File: src/hdl/assert_macros.svh
// Assertion macros for the RTL files of the MD5 digest block.
// Depends on nothing; included by the files that carry assertions.
`ifndef ASSERT_MACROS_SVH
`define ASSERT_MACROS_SVH

// The consequent must hold in the same cycle as the antecedent.
`define ASSERT_SAME(label, clk, rst_n, ante, cons, msg) \
    label: assert property (@(posedge clk) disable iff (!(rst_n)) (ante) |-> (cons)) \
        else $error(msg);

// The consequent must hold in the cycle after the antecedent.
`define ASSERT_NEXT(label, clk, rst_n, ante, cons, msg) \
    label: assert property (@(posedge clk) disable iff (!(rst_n)) (ante) |=> (cons)) \
        else $error(msg);

`endif

File: src/hdl/md5_pkg.sv
// Types, constants and round functions of the MD5 digest block.
// Depends on nothing; used by md5_message_digest, md5_digest_checker and the testbench.
`default_nettype none

package md5_pkg;

    localparam int unsigned BlockWords = 16;
    localparam int unsigned WordWidth  = 32;
    localparam int unsigned LenWidth   = 61;

    localparam logic [31:0] Iv0 = 32'h67452301;
    localparam logic [31:0] Iv1 = 32'hEFCDAB89;
    localparam logic [31:0] Iv2 = 32'h98BADCFE;
    localparam logic [31:0] Iv3 = 32'h10325476;
    localparam logic [31:0] PadWord = 32'h00000080;

    typedef struct packed {
        logic [31:0] data_word;
        logic [2:0]  bytes_valid;
        logic        last;
    } t_md5_in;

    typedef struct packed {
        logic [31:0] digest_word;
        logic [1:0]  word_number;
        logic        digest_done;
    } t_md5_out;

    typedef enum logic [2:0] {
        ST_IDLE,
        ST_PRIME,
        ST_ROUND,
        ST_UPDATE,
        ST_PAD,
        ST_OUT
    } t_md5_state;

    function automatic logic [31:0] md5_k(input logic [5:0] idx);
        logic [31:0] k;
        case (idx)
            6'd0:  k = 32'hd76aa478;  6'd1:  k = 32'he8c7b756;
            6'd2:  k = 32'h242070db;  6'd3:  k = 32'hc1bdceee;
            6'd4:  k = 32'hf57c0faf;  6'd5:  k = 32'h4787c62a;
            6'd6:  k = 32'ha8304613;  6'd7:  k = 32'hfd469501;
            6'd8:  k = 32'h698098d8;  6'd9:  k = 32'h8b44f7af;
            6'd10: k = 32'hffff5bb1;  6'd11: k = 32'h895cd7be;
            6'd12: k = 32'h6b901122;  6'd13: k = 32'hfd987193;
            6'd14: k = 32'ha679438e;  6'd15: k = 32'h49b40821;
            6'd16: k = 32'hf61e2562;  6'd17: k = 32'hc040b340;
            6'd18: k = 32'h265e5a51;  6'd19: k = 32'he9b6c7aa;
            6'd20: k = 32'hd62f105d;  6'd21: k = 32'h02441453;
            6'd22: k = 32'hd8a1e681;  6'd23: k = 32'he7d3fbc8;
            6'd24: k = 32'h21e1cde6;  6'd25: k = 32'hc33707d6;
            6'd26: k = 32'hf4d50d87;  6'd27: k = 32'h455a14ed;
            6'd28: k = 32'ha9e3e905;  6'd29: k = 32'hfcefa3f8;
            6'd30: k = 32'h676f02d9;  6'd31: k = 32'h8d2a4c8a;
            6'd32: k = 32'hfffa3942;  6'd33: k = 32'h8771f681;
            6'd34: k = 32'h6d9d6122;  6'd35: k = 32'hfde5380c;
            6'd36: k = 32'ha4beea44;  6'd37: k = 32'h4bdecfa9;
            6'd38: k = 32'hf6bb4b60;  6'd39: k = 32'hbebfbc70;
            6'd40: k = 32'h289b7ec6;  6'd41: k = 32'heaa127fa;
            6'd42: k = 32'hd4ef3085;  6'd43: k = 32'h04881d05;
            6'd44: k = 32'hd9d4d039;  6'd45: k = 32'he6db99e5;
            6'd46: k = 32'h1fa27cf8;  6'd47: k = 32'hc4ac5665;
            6'd48: k = 32'hf4292244;  6'd49: k = 32'h432aff97;
            6'd50: k = 32'hab9423a7;  6'd51: k = 32'hfc93a039;
            6'd52: k = 32'h655b59c3;  6'd53: k = 32'h8f0ccc92;
            6'd54: k = 32'hffeff47d;  6'd55: k = 32'h85845dd1;
            6'd56: k = 32'h6fa87e4f;  6'd57: k = 32'hfe2ce6e0;
            6'd58: k = 32'ha3014314;  6'd59: k = 32'h4e0811a1;
            6'd60: k = 32'hf7537e82;  6'd61: k = 32'hbd3af235;
            6'd62: k = 32'h2ad7d2bb;  6'd63: k = 32'heb86d391;
            default: k = 32'h0;
        endcase
        return k;
    endfunction

    function automatic logic [4:0] md5_s(input logic [5:0] idx);
        logic [4:0] s;
        case ({idx[5:4], idx[1:0]})
            4'd0:  s = 5'd7;   4'd1:  s = 5'd12;  4'd2:  s = 5'd17;  4'd3:  s = 5'd22;
            4'd4:  s = 5'd5;   4'd5:  s = 5'd9;   4'd6:  s = 5'd14;  4'd7:  s = 5'd20;
            4'd8:  s = 5'd4;   4'd9:  s = 5'd11;  4'd10: s = 5'd16;  4'd11: s = 5'd23;
            4'd12: s = 5'd6;   4'd13: s = 5'd10;  4'd14: s = 5'd15;  4'd15: s = 5'd21;
            default: s = 5'd0;
        endcase
        return s;
    endfunction

    // Message word index of a round: bits 5:4 pick the formula, bits 3:0 feed it.
    function automatic logic [3:0] md5_g(input logic [5:0] idx);
        logic [3:0] r;
        logic [3:0] g;
        r = idx[3:0];
        case (idx[5:4])
            2'd0:    g = r;
            2'd1:    g = 4'((r << 2) + r + 4'd1);
            2'd2:    g = 4'((r << 1) + r + 4'd5);
            default: g = 4'((r << 3) - r);
        endcase
        return g;
    endfunction

    function automatic logic [31:0] md5_rotl(input logic [31:0] x, input logic [4:0] n);
        logic [63:0] dbl;
        dbl = {x, x} << n;
        return dbl[63:32];
    endfunction

endpackage

`default_nettype wire

File: src/hdl/md5_message_digest.sv
// Top level of the MD5 digest block: input packing, padding, round engine and output.
// Depends on md5_pkg, md5_ram and assert_macros.svh.
//
// Streams a message in as little-endian 32-bit words and returns the four MD5 digest
// words after the last word. The sixteenth word of a block starts the compression,
// which runs one round per cycle against the block memory: it primes the memory read,
// runs the rounds and adds the result into the chaining value. After the last word the
// padding and length words are written one a cycle and one or two more compressions
// follow; the four digest words then leave one per transfer, after which the block
// takes the next message. No input is taken while a block is compressed, padded or
// the digest is delivered.
`default_nettype none

module md5_message_digest (
    input  wire logic              i_clk,
    input  wire logic              i_rst_n,
    input  wire logic              i_in_valid,
    output logic                   o_in_stall,
    input  wire md5_pkg::t_md5_in  i_in_data,
    output logic                   o_out_valid,
    input  wire logic              i_out_stall,
    output md5_pkg::t_md5_out      o_out_data
);

    import md5_pkg::*;
    `include "assert_macros.svh"

    t_md5_state           r_state, n_state;
    logic [31:0]          r_chain [4];
    logic [31:0]          n_chain [4];
    logic [31:0]          r_a, r_b, r_c, r_d;
    logic [31:0]          n_a, n_b, n_c, n_d;
    logic [3:0]           r_fill, n_fill;
    logic [LenWidth-1:0]  r_len, n_len;
    logic [5:0]           r_rnd, n_rnd;
    logic [1:0]           r_oidx, n_oidx;
    logic                 r_fin, n_fin;
    logic                 r_need80, n_need80;
    logic                 r_len_lo, n_len_lo;
    logic                 r_msg_done, n_msg_done;

    logic                 in_xfer, out_xfer;
    logic                 we;
    logic [31:0]          wdata;
    logic [3:0]           raddr;
    logic [31:0]          rdata;
    logic [2:0]           vsat;
    logic [31:0]          last_word;
    logic [31:0]          f, t, rot;

    md5_ram #(
        .WIDTH (WordWidth),
        .DEPTH (BlockWords)
    ) u_block_ram (
        .i_clk   (i_clk),
        .i_we    (we),
        .i_waddr (r_fill),
        .i_wdata (wdata),
        .i_raddr (raddr),
        .o_rdata (rdata)
    );

    assign o_in_stall  = (r_state != ST_IDLE);
    assign o_out_valid = (r_state == ST_OUT);
    assign in_xfer     = i_in_valid && !o_in_stall;
    assign out_xfer    = o_out_valid && !i_out_stall;

    always_comb begin
        o_out_data.digest_word = r_chain[r_oidx];
        o_out_data.word_number = r_oidx;
        o_out_data.digest_done = (r_oidx == 2'd3);
    end

    always_comb begin
        vsat = (i_in_data.bytes_valid > 3'd4) ? 3'd4 : i_in_data.bytes_valid;
        case (vsat)
            3'd0:    last_word = PadWord;
            3'd1:    last_word = {16'h0, PadWord[7:0], i_in_data.data_word[7:0]};
            3'd2:    last_word = {8'h0, PadWord[7:0], i_in_data.data_word[15:0]};
            3'd3:    last_word = {PadWord[7:0], i_in_data.data_word[23:0]};
            default: last_word = i_in_data.data_word;
        endcase
    end

    always_comb begin
        case (r_rnd[5:4])
            2'd0:    f = (r_b & r_c) | (~r_b & r_d);
            2'd1:    f = (r_d & r_b) | (~r_d & r_c);
            2'd2:    f = r_b ^ r_c ^ r_d;
            default: f = r_c ^ (r_b | ~r_d);
        endcase
        t   = r_a + f + md5_k(r_rnd) + rdata;
        rot = md5_rotl(t, md5_s(r_rnd));
    end

    always_comb begin
        n_state    = r_state;
        n_chain    = r_chain;
        n_a        = r_a;
        n_b        = r_b;
        n_c        = r_c;
        n_d        = r_d;
        n_fill     = r_fill;
        n_len      = r_len;
        n_rnd      = r_rnd;
        n_oidx     = r_oidx;
        n_fin      = r_fin;
        n_need80   = r_need80;
        n_len_lo   = r_len_lo;
        n_msg_done = r_msg_done;
        we         = 1'b0;
        wdata      = '0;
        raddr      = md5_g(6'(r_rnd + 6'd1));

        case (r_state)
            ST_IDLE: begin
                if (in_xfer) begin
                    we     = 1'b1;
                    n_fill = r_fill + 4'd1;
                    if (i_in_data.last) begin
                        wdata    = last_word;
                        n_len    = r_len + LenWidth'(vsat);
                        n_fin    = 1'b1;
                        n_need80 = (vsat == 3'd4);
                        n_state  = (r_fill == 4'd15) ? ST_PRIME : ST_PAD;
                    end else begin
                        wdata = i_in_data.data_word;
                        n_len = r_len + LenWidth'(4);
                        if (r_fill == 4'd15) begin
                            n_state = ST_PRIME;
                        end
                    end
                end
            end
            ST_PAD: begin
                we     = 1'b1;
                n_fill = r_fill + 4'd1;
                if (r_need80) begin
                    wdata    = PadWord;
                    n_need80 = 1'b0;
                end else if (r_fill == 4'd14) begin
                    wdata    = {r_len[28:0], 3'b000};
                    n_len_lo = 1'b1;
                end else if (r_fill == 4'd15 && r_len_lo) begin
                    wdata      = r_len[60:29];
                    n_msg_done = 1'b1;
                end else begin
                    wdata = '0;
                end
                if (r_fill == 4'd15) begin
                    n_state = ST_PRIME;
                end
            end
            ST_PRIME: begin
                raddr   = md5_g(6'd0);
                n_rnd   = 6'd0;
                n_a     = r_chain[0];
                n_b     = r_chain[1];
                n_c     = r_chain[2];
                n_d     = r_chain[3];
                n_state = ST_ROUND;
            end
            ST_ROUND: begin
                n_a   = r_d;
                n_d   = r_c;
                n_c   = r_b;
                n_b   = r_b + rot;
                n_rnd = r_rnd + 6'd1;
                if (r_rnd == 6'd63) begin
                    n_state = ST_UPDATE;
                end
            end
            ST_UPDATE: begin
                n_chain[0] = r_chain[0] + r_a;
                n_chain[1] = r_chain[1] + r_b;
                n_chain[2] = r_chain[2] + r_c;
                n_chain[3] = r_chain[3] + r_d;
                n_oidx     = 2'd0;
                if (r_msg_done) begin
                    n_state = ST_OUT;
                end else if (r_fin) begin
                    n_state = ST_PAD;
                end else begin
                    n_state = ST_IDLE;
                end
            end
            ST_OUT: begin
                if (out_xfer) begin
                    n_oidx = r_oidx + 2'd1;
                    if (r_oidx == 2'd3) begin
                        n_chain[0] = Iv0;
                        n_chain[1] = Iv1;
                        n_chain[2] = Iv2;
                        n_chain[3] = Iv3;
                        n_fill     = '0;
                        n_len      = '0;
                        n_fin      = 1'b0;
                        n_need80   = 1'b0;
                        n_len_lo   = 1'b0;
                        n_msg_done = 1'b0;
                        n_state    = ST_IDLE;
                    end
                end
            end
            default: begin
                n_state = ST_IDLE;
            end
        endcase
    end

    always_ff @(posedge i_clk) begin
        if (!i_rst_n) begin
            r_state    <= ST_IDLE;
            r_chain[0] <= Iv0;
            r_chain[1] <= Iv1;
            r_chain[2] <= Iv2;
            r_chain[3] <= Iv3;
            r_fill     <= '0;
            r_len      <= '0;
            r_rnd      <= '0;
            r_oidx     <= '0;
            r_fin      <= 1'b0;
            r_need80   <= 1'b0;
            r_len_lo   <= 1'b0;
            r_msg_done <= 1'b0;
        end else begin
            r_state    <= n_state;
            r_chain    <= n_chain;
            r_fill     <= n_fill;
            r_len      <= n_len;
            r_rnd      <= n_rnd;
            r_oidx     <= n_oidx;
            r_fin      <= n_fin;
            r_need80   <= n_need80;
            r_len_lo   <= n_len_lo;
            r_msg_done <= n_msg_done;
        end
    end

    always_ff @(posedge i_clk) begin
        r_a <= n_a;
        r_b <= n_b;
        r_c <= n_c;
        r_d <= n_d;
    end

    `ASSERT_NEXT(a_full_block_compresses, i_clk, i_rst_n,
        in_xfer && !i_in_data.last && r_fill == 4'd15, r_state == ST_PRIME,
        "A sixteenth word did not start a compression.")
    `ASSERT_NEXT(a_rounds_end_in_update, i_clk, i_rst_n,
        r_state == ST_ROUND && r_rnd == 6'd63, r_state == ST_UPDATE,
        "The round engine did not finish after 64 rounds.")
    `ASSERT_SAME(a_digest_on_empty_block, i_clk, i_rst_n,
        r_state == ST_OUT, r_fill == 4'd0 && r_msg_done,
        "Digest delivered before the length words were compressed.")
    `ASSERT_NEXT(a_iv_after_digest, i_clk, i_rst_n,
        out_xfer && o_out_data.digest_done,
        r_state == ST_IDLE && r_chain[0] == Iv0 && r_len == '0,
        "The block did not return to the initial vector after a digest.")

endmodule

`default_nettype wire

File: src/hdl/md5_ram.sv
// Generic single-write, single-read memory with a registered read port.
// Depends on nothing; holds the message block of the MD5 digest block.
`default_nettype none

module md5_ram #(
    parameter int unsigned WIDTH = 32,
    parameter int unsigned DEPTH = 16
) (
    input  wire logic                     i_clk,
    input  wire logic                     i_we,
    input  wire logic [$clog2(DEPTH)-1:0] i_waddr,
    input  wire logic [WIDTH-1:0]         i_wdata,
    input  wire logic [$clog2(DEPTH)-1:0] i_raddr,
    output logic      [WIDTH-1:0]         o_rdata
);

    logic [WIDTH-1:0] r_mem [DEPTH];

    always_ff @(posedge i_clk) begin
        if (i_we) begin
            r_mem[i_waddr] <= i_wdata;
        end
        o_rdata <= r_mem[i_raddr];
    end

endmodule

`default_nettype wire

File: config.mk
export PLATFORM = sky130hd
export DESIGN_NAME = md5_message_digest
export DESIGN_NICKNAME = d
export VERILOG_FILES = /design/src/hdl/md5_pkg.sv /design/src/hdl/md5_message_digest.sv /design/src/hdl/md5_ram.sv
export VERILOG_INCLUDE_DIRS = /design/src /design/src/hdl
export SDC_FILE = /design/constraint.sdc
export NUM_CORES = 2
export LEC_CHECK = 0
export BUFFER_PORTS_ARGS = -buffer_cell sky130_fd_sc_hd__buf_2
export CORE_MARGIN = 2
export CORE_UTILIZATION = 50
export DETAILED_ROUTE_END_ITERATION = 16
export HOLD_SLACK_MARGIN = 0.02
export PLACE_DENSITY = 0.68
export SLEW_MARGIN = 20
export SYNTH_ARGS = -nofsm -noshare
export SYNTH_HDL_FRONTEND = slang
export SYNTH_SLANG_ARGS = --single-unit
File: constraint.sdc
create_clock -name i_clk -period 15.8 [get_ports i_clk]
set_clock_uncertainty 0.1 [all_clocks]
set_input_delay 3.16 -clock i_clk [delete_from_list [all_inputs] [get_ports i_clk]]
set_output_delay 3.16 -clock i_clk [all_outputs]
set_load 0.02 [all_outputs]
* Word level (Yosys, flattened, before mapping)
Memories as Yosys holds them, arrays and structs flattened. A register that Yosys moved wholly into a read port is not among the register bits. Cells that the tools add are included. Widths: inputs -> output; s select.
Word-level totals: register bits 336, bits in latches 0, bits in writable memories 512, ROM bits 2128, input bits 40, output and inout bits 37, logic and storage cells 170, memories 3
Cells by class: add/subtract/negate cells 18, $mul 0, divide/modulo/power cells 0, order comparisons 2, equality and inequality tests 26, shift operators 1, multiplexer cells 66, bitwise gates (word level) 13, reductions and logical operators 24
Memories:
- (name not given) | depth 64, width 32, rd ports 1, clocked after Yosys merged registers in 1, write ports 0, RTL line md5_pkg.sv:40 | case (idx)
- u_block_ram.r_mem | depth 16, width 32, rd ports 1, clocked after Yosys merged registers in 1, write ports 1, RTL line md5_ram.sv:17 | logic [WIDTH-1:0] r_mem [DEPTH];
- (name not given) | depth 16, width 5, rd ports 1, clocked after Yosys merged registers in 1, write ports 0, RTL line md5_pkg.sv:80 | case ({idx[5:4], idx[1:0]})
Operator list (number):
- $pmux 32 s2 | 5
- $add 32x32->32 | 8
- $mux 128 | 2
- $pmux 128 s2 | 1
- $mux 61 | 4
- $mux 32 | 7
- $and 32x32->32 | 4
- $pmux 32 s4 | 1
- $pmux 61 s2 | 1
- $or 32x32->32 | 3
- $pmux 32 s3 | 1
- $xor 32x32->32 | 3
- $bmux 32 s2 | 1
- $not 32->32 | 2
- $shl 64x5->64 | 1
- $add 61x3->61 | 1
- $add 61x3->61 const B | 1
- $mux 3 | 10
- $mux 4 | 6
- $pmux 4 s3 | 2
- $pmux 3 s6 | 1
- $reduce_and 5->1 | 3
- $mux 1 | 14
- $ne 2x2->1 const B | 7
- 33 further kinds | 61

* Depth between registers and ports, before layout
depth in word-level cells 10, mapped depth 38, gate-level depth less buffers 35

* Modules after synthesis
A second synthesis with hierarchy kept.
Second synthesis, totals: cells, all modules 5178, area, all modules 53764.1 µm²
Modules (own cells, without submodules):
- md5_message_digest | instances 1, cells each 4340, area each 33928.8 µm², sequential area each 8748.4 µm²
- md5_ram | instances 1, cells each 838, area each 19835.3 µm², sequential area each 16015.4 µm²

* Least setup slack after synthesis
OpenSTA, ideal clock, no wires.
path type register to register, from register r_rnd[4], to register r_b[19] (data pin), library setup time 0.267 ns, arrival time 7.813 ns, data required time 15.433 ns, slack 7.620 ns, stages on the path, launching flop included 33, path buffers 3, clock period less this slack 8.180 ns, path through dfxtp_1 buf_2 clkbuf_1 clkbuf_1 xnor2_1 o21ai_0 a21oi_1 a31oi_1 fa_1 inv_1 fa_1 inv_1 fa_1 a21oi_1 o211ai_1 o211a_4 o311a_1 nand2b_1 xor2_1 mux4_2 mux4_2 mux2_2 ha_1 o31a_1 a41oi_1 o21ai_0 a41oi_1 o21bai_1 a21oi_1 o21bai_1 a21oi_1 xor2_1 o21ai_0
On the way: cells in the longest elaborated chain, start to end 8, elaborated cells between the ends (all ways) 10, classes of those cells add/sub (4); eq/ne (2); shift (1); mux (2); reduce/logical (1)
Ends and longest elaborated chain:
- start, declared | RTL line md5_message_digest.sv:35 | logic [5:0] r_rnd, n_rnd;
- start signal, assigned | RTL line md5_message_digest.sv:231 | r_rnd <= n_rnd;
- $eq 2x2->1, or another cell as far along | RTL line md5_message_digest.sv:86 | case (r_rnd[5:4])
- $pmux 32 s3 * | RTL line md5_message_digest.sv:86
- $add 32x32->32 * (3 in a row) | RTL line md5_message_digest.sv:92 | t = r_a + f + md5_k(r_rnd) + rdata;
- $shl 64x5->64 * | RTL line md5_pkg.sv:106 | dbl = {x, x} << n;
- $add 32x32->32 * | RTL line md5_message_digest.sv:167 | n_b = r_b + rot;
- $pmux 32 s2 * | RTL line md5_message_digest.sv:115 | case (r_state)
- named net n_b[19] | RTL line md5_message_digest.sv:32 | logic [31:0] n_a, n_b, n_c, n_d;
- end signal, assigned | RTL line md5_message_digest.sv:242 | r_b <= n_b;
- end, declared | RTL line md5_message_digest.sv:31 | logic [31:0] r_a, r_b, r_c, r_d;
Mark *: on every way through the listed nets, which the timed path passes. The rest lies on a longest branch. A chain may end at the register's enable or synchronous reset.

* Worst setup path after layout
Same ends and word-level chain as after synthesis.

==> results.ini <==
[run_status]
status = complete, no violations

[clocking]
cts-buffers-inserted = 97
cts.hold.buffers_added = 0
path_clk_slew_ns = 0.06
cts_sinks = 917
post-cts-setup-buffer-count = 0
cts_buffer_depth = 3
cts_tree = built
htreeDepth = 3
clkLatencyLatePin_ns = 0.68
root_buffer = clkbuf_16
cts_resized = 0

[logic_synthesis]
synthSimpleGateAreaFrac = 0.153
syn_inst = 5730
syn_nets = 6058
synth-compound-area-share = 0.200
synth_edf_count = 640
synth_top_family_by_area = compound AO/OA/AOI/OAI gates
synth_cell_types = 94
ys_ff_latch = 917
synth_ff_type = edfxtp_1
synth_fa_ha_area_frac = 0.0756
seq_area_frac_synth = 0.454
synth_mux_area_frac = 0.0360
synth-xor-area-share = 0.0409
async_reset_ff_frac = 0
yosysWarnings = 0
synth_area_mm2 = 0.0545
synth.avg_cell_area_um2 = 9.52

[power_and_ir_drop]
clkPwrFrac = 0.434
switching_share = 0.235
p_comb_frac = 0.075
p_seq_frac = 0.492
p_int_mw = 4.06
cellPowerDensity_mw_per_mm2 = 89.1
p_sw_mw = 1.24
power.leakage_nw = 22.3
vdd_drop_max_mv = 0.107

[critical_path]
setup.worst_path.end_class = register
worstPathArrival_ns = 9.70
path_buf_inv = 4
start_kind = register
cp_max_fo = 71
r2r_start = r_rnd[4]
critPathTopFamily = compound AO/OA/AOI/OAI gates
worstPathRequired_ns = 16.09
crit_start = r_rnd[4]
timing.critical_path.mode_cell = o21ai_0
worstSetupPathType = register to register
cp_slowest_cell = buf_4
slowest_delay_ns = 0.70

[layout]
drive_above_1_share = 0.0851
layout.cells.non_filler = 7148
final_cell_mix = nand2_1 (995), edfxtp_1 (640), a21oi_1 (370), o21ai_0 (349), nor2_1 (302)
area_growth_pct = 9.03
final_util = 0.548
layout_commonest_cell = nand2_1
nets = 5979

[sta]
fin_crit_sh = 0.596
min_period_ns = 9.41
slew_violations = 0
tns_ns = 0
setup_viol = 0
hold_violations = 0
relSlewSlack = 0.170
rsz0062_at_grt = false
clock.fmax_mhz = 106
tightest_slew_ns = 1.24
hold_slack_ns = 0.382

[die]
die_x_um = 334
io_pins = 77
row_count = 121
start_util = 0.502
die-area_mm2 = 0.112
core_area_mm2 = 0.109
die_h_um = 334

[global_routing]
antenna_found_initial = 5
overflow = 0
grt_pass1_wl_um = 260000
grt_pass1_vias = 41600
grt_max_degree = 216
track_usage = 0.306

[place]
port_buffers = 76
gp_congestion = 0.972
hpwl_um = 119000
dp.cells = 6966

[detailed_routing]
drc = 0
drt-wirelength-per-cell_um = 24.5
drtIter0Drc = 5485
drtPass1Iterations = 6
postRouteAntennaNets = 0
vias = 45200
vias_per_cell = 6.33
wirelength_um = 175000

[run]
cap_violations = 0

[min_path]
hp-start = r_len_lo
hp-class = register to register

## power by group through the flow
| stage | Sequential [mW] | Combinational (mW) | Clock [mW] |
|---|---|---|---|
| 3_3_place_gp | 2.66 | 0.386 | 0 |
| 5_1_grt | 2.61 | 0.428 | 2.42 |
| 2_1_floorplan | 2.65 | 0.267 | 0 |
| 6_report | 2.61 | 0.396 | 2.30 |
| 4_1_cts | 2.61 | 0.390 | 2.32 |
| 3_5_place_dp | 2.66 | 0.388 | 0 |
## through the flow
stage	area, um2	worst slack [ns]	power [mW]
6_report	59500	6.39	5.30
5_1_grt	59500	5.67	5.45
4_1_cts	59500	6.47	5.31
3_5_place_dp	56300	6.47	3.04
3_3_place_gp	56300	6.50	3.04
2_1_floorplan	54500	7.62	2.92
## cell usage after synthesis (all sizes together), types with 15 or more instances
cell	instances	area (um2)
xnor2	144	1260
buf	57	235
o31ai	17	138
and2	156	976
a31oi	132	826
a22oi	76	571
o21bai	23	173
nor3	64	320
a311oi	71	622
a211o	17	149
nand2b	25	156
or3	24	150
a211oi	221	1680
nand4	23	144
clkbuf	287	1080
o22ai	68	432
nor2b	71	444
edfxtp	640	19200
mux4	46	1040
mux2i	60	601
nand3	89	445
inv	236	886
o211ai	38	285
mux2	29	327
a21boi	19	143
fa	68	1360
o221ai	15	131
a21o	86	646
ha	220	2750
nand2	997	3740
a21oi	371	1860
xor2	108	946
dfxtp	277	5550
o21a	34	255
o21ai	366	1840
nor2	317	1190
or2	33	206
and3	37	231
## path summary, 6_finish.rpt
| path | to | slack [ns] | cells after the start |
|---|---|---|---|
| max | r_b[19] | 6.39 | 34 |
| min | r_len_lo | 0.38 | 2 |
| max reg2reg | r_b[19] | 6.39 | 34 |
| min reg2reg | r_len_lo | 0.38 | 2 |
## routing by layer
layer,global-route usage,part of all wire
met5,0,0.000074
met4,0.108,0.038
met3,0.0422,0.093
met2,0.478,0.45
met1,0.435,0.42
## worst register-to-register path: cells and delay by family, from the launching register on
family	cells	cell delay (ns)
buffers and inverters	4	0.93
AO/OA/AOI/OAI	18	3.67
flip-flops	1	0.59
AND/OR/NAND/NOR	2	0.64
XOR/XNOR	2	0.33
multiplexers	4	1.13
adder cells (fa/ha/maj)	4	1.79
## sequential cells by signal, indices dropped and copies added, names as in the netlist, 2 cells and up, named ones only
name and flops:
r_b 32, r_fill 4, u_block_ram.r_mem 512, r_c 32
r_state 3, r_len 61, r_d 32, r_rnd 6
r_chain 128, r_a 32, r_oidx 2, u_block_ram.o_rdata 32
## kinds of logic after synthesis
| logic type | count (synthesis) |
|---|---|
| adders and majority gates | 289 |
| and+or+nand+nor | 1878 |
| DFF | 917 |
| AOI/OAI and AO/OA | 1675 |
| muxes | 135 |
| buffers and inverters | 583 |
| xor gates and xnor gates | 253 |
## cell type report
class / count / area, um2
Inverter: 239 / 902
Sequential cell: 917 / 24800
Multi-Input combinational cell: 4230 / 27800
Clock buffer: 126 / 2610
Tap cell: 1414 / 1770
Antenna cell: 1 / 2.50
Clock inverter: 55 / 574
Timing Repair Buffer: 166 / 1070
Fill cell: 9488 / 49100
Note: power is estimated with default switching activity, not from simulation.
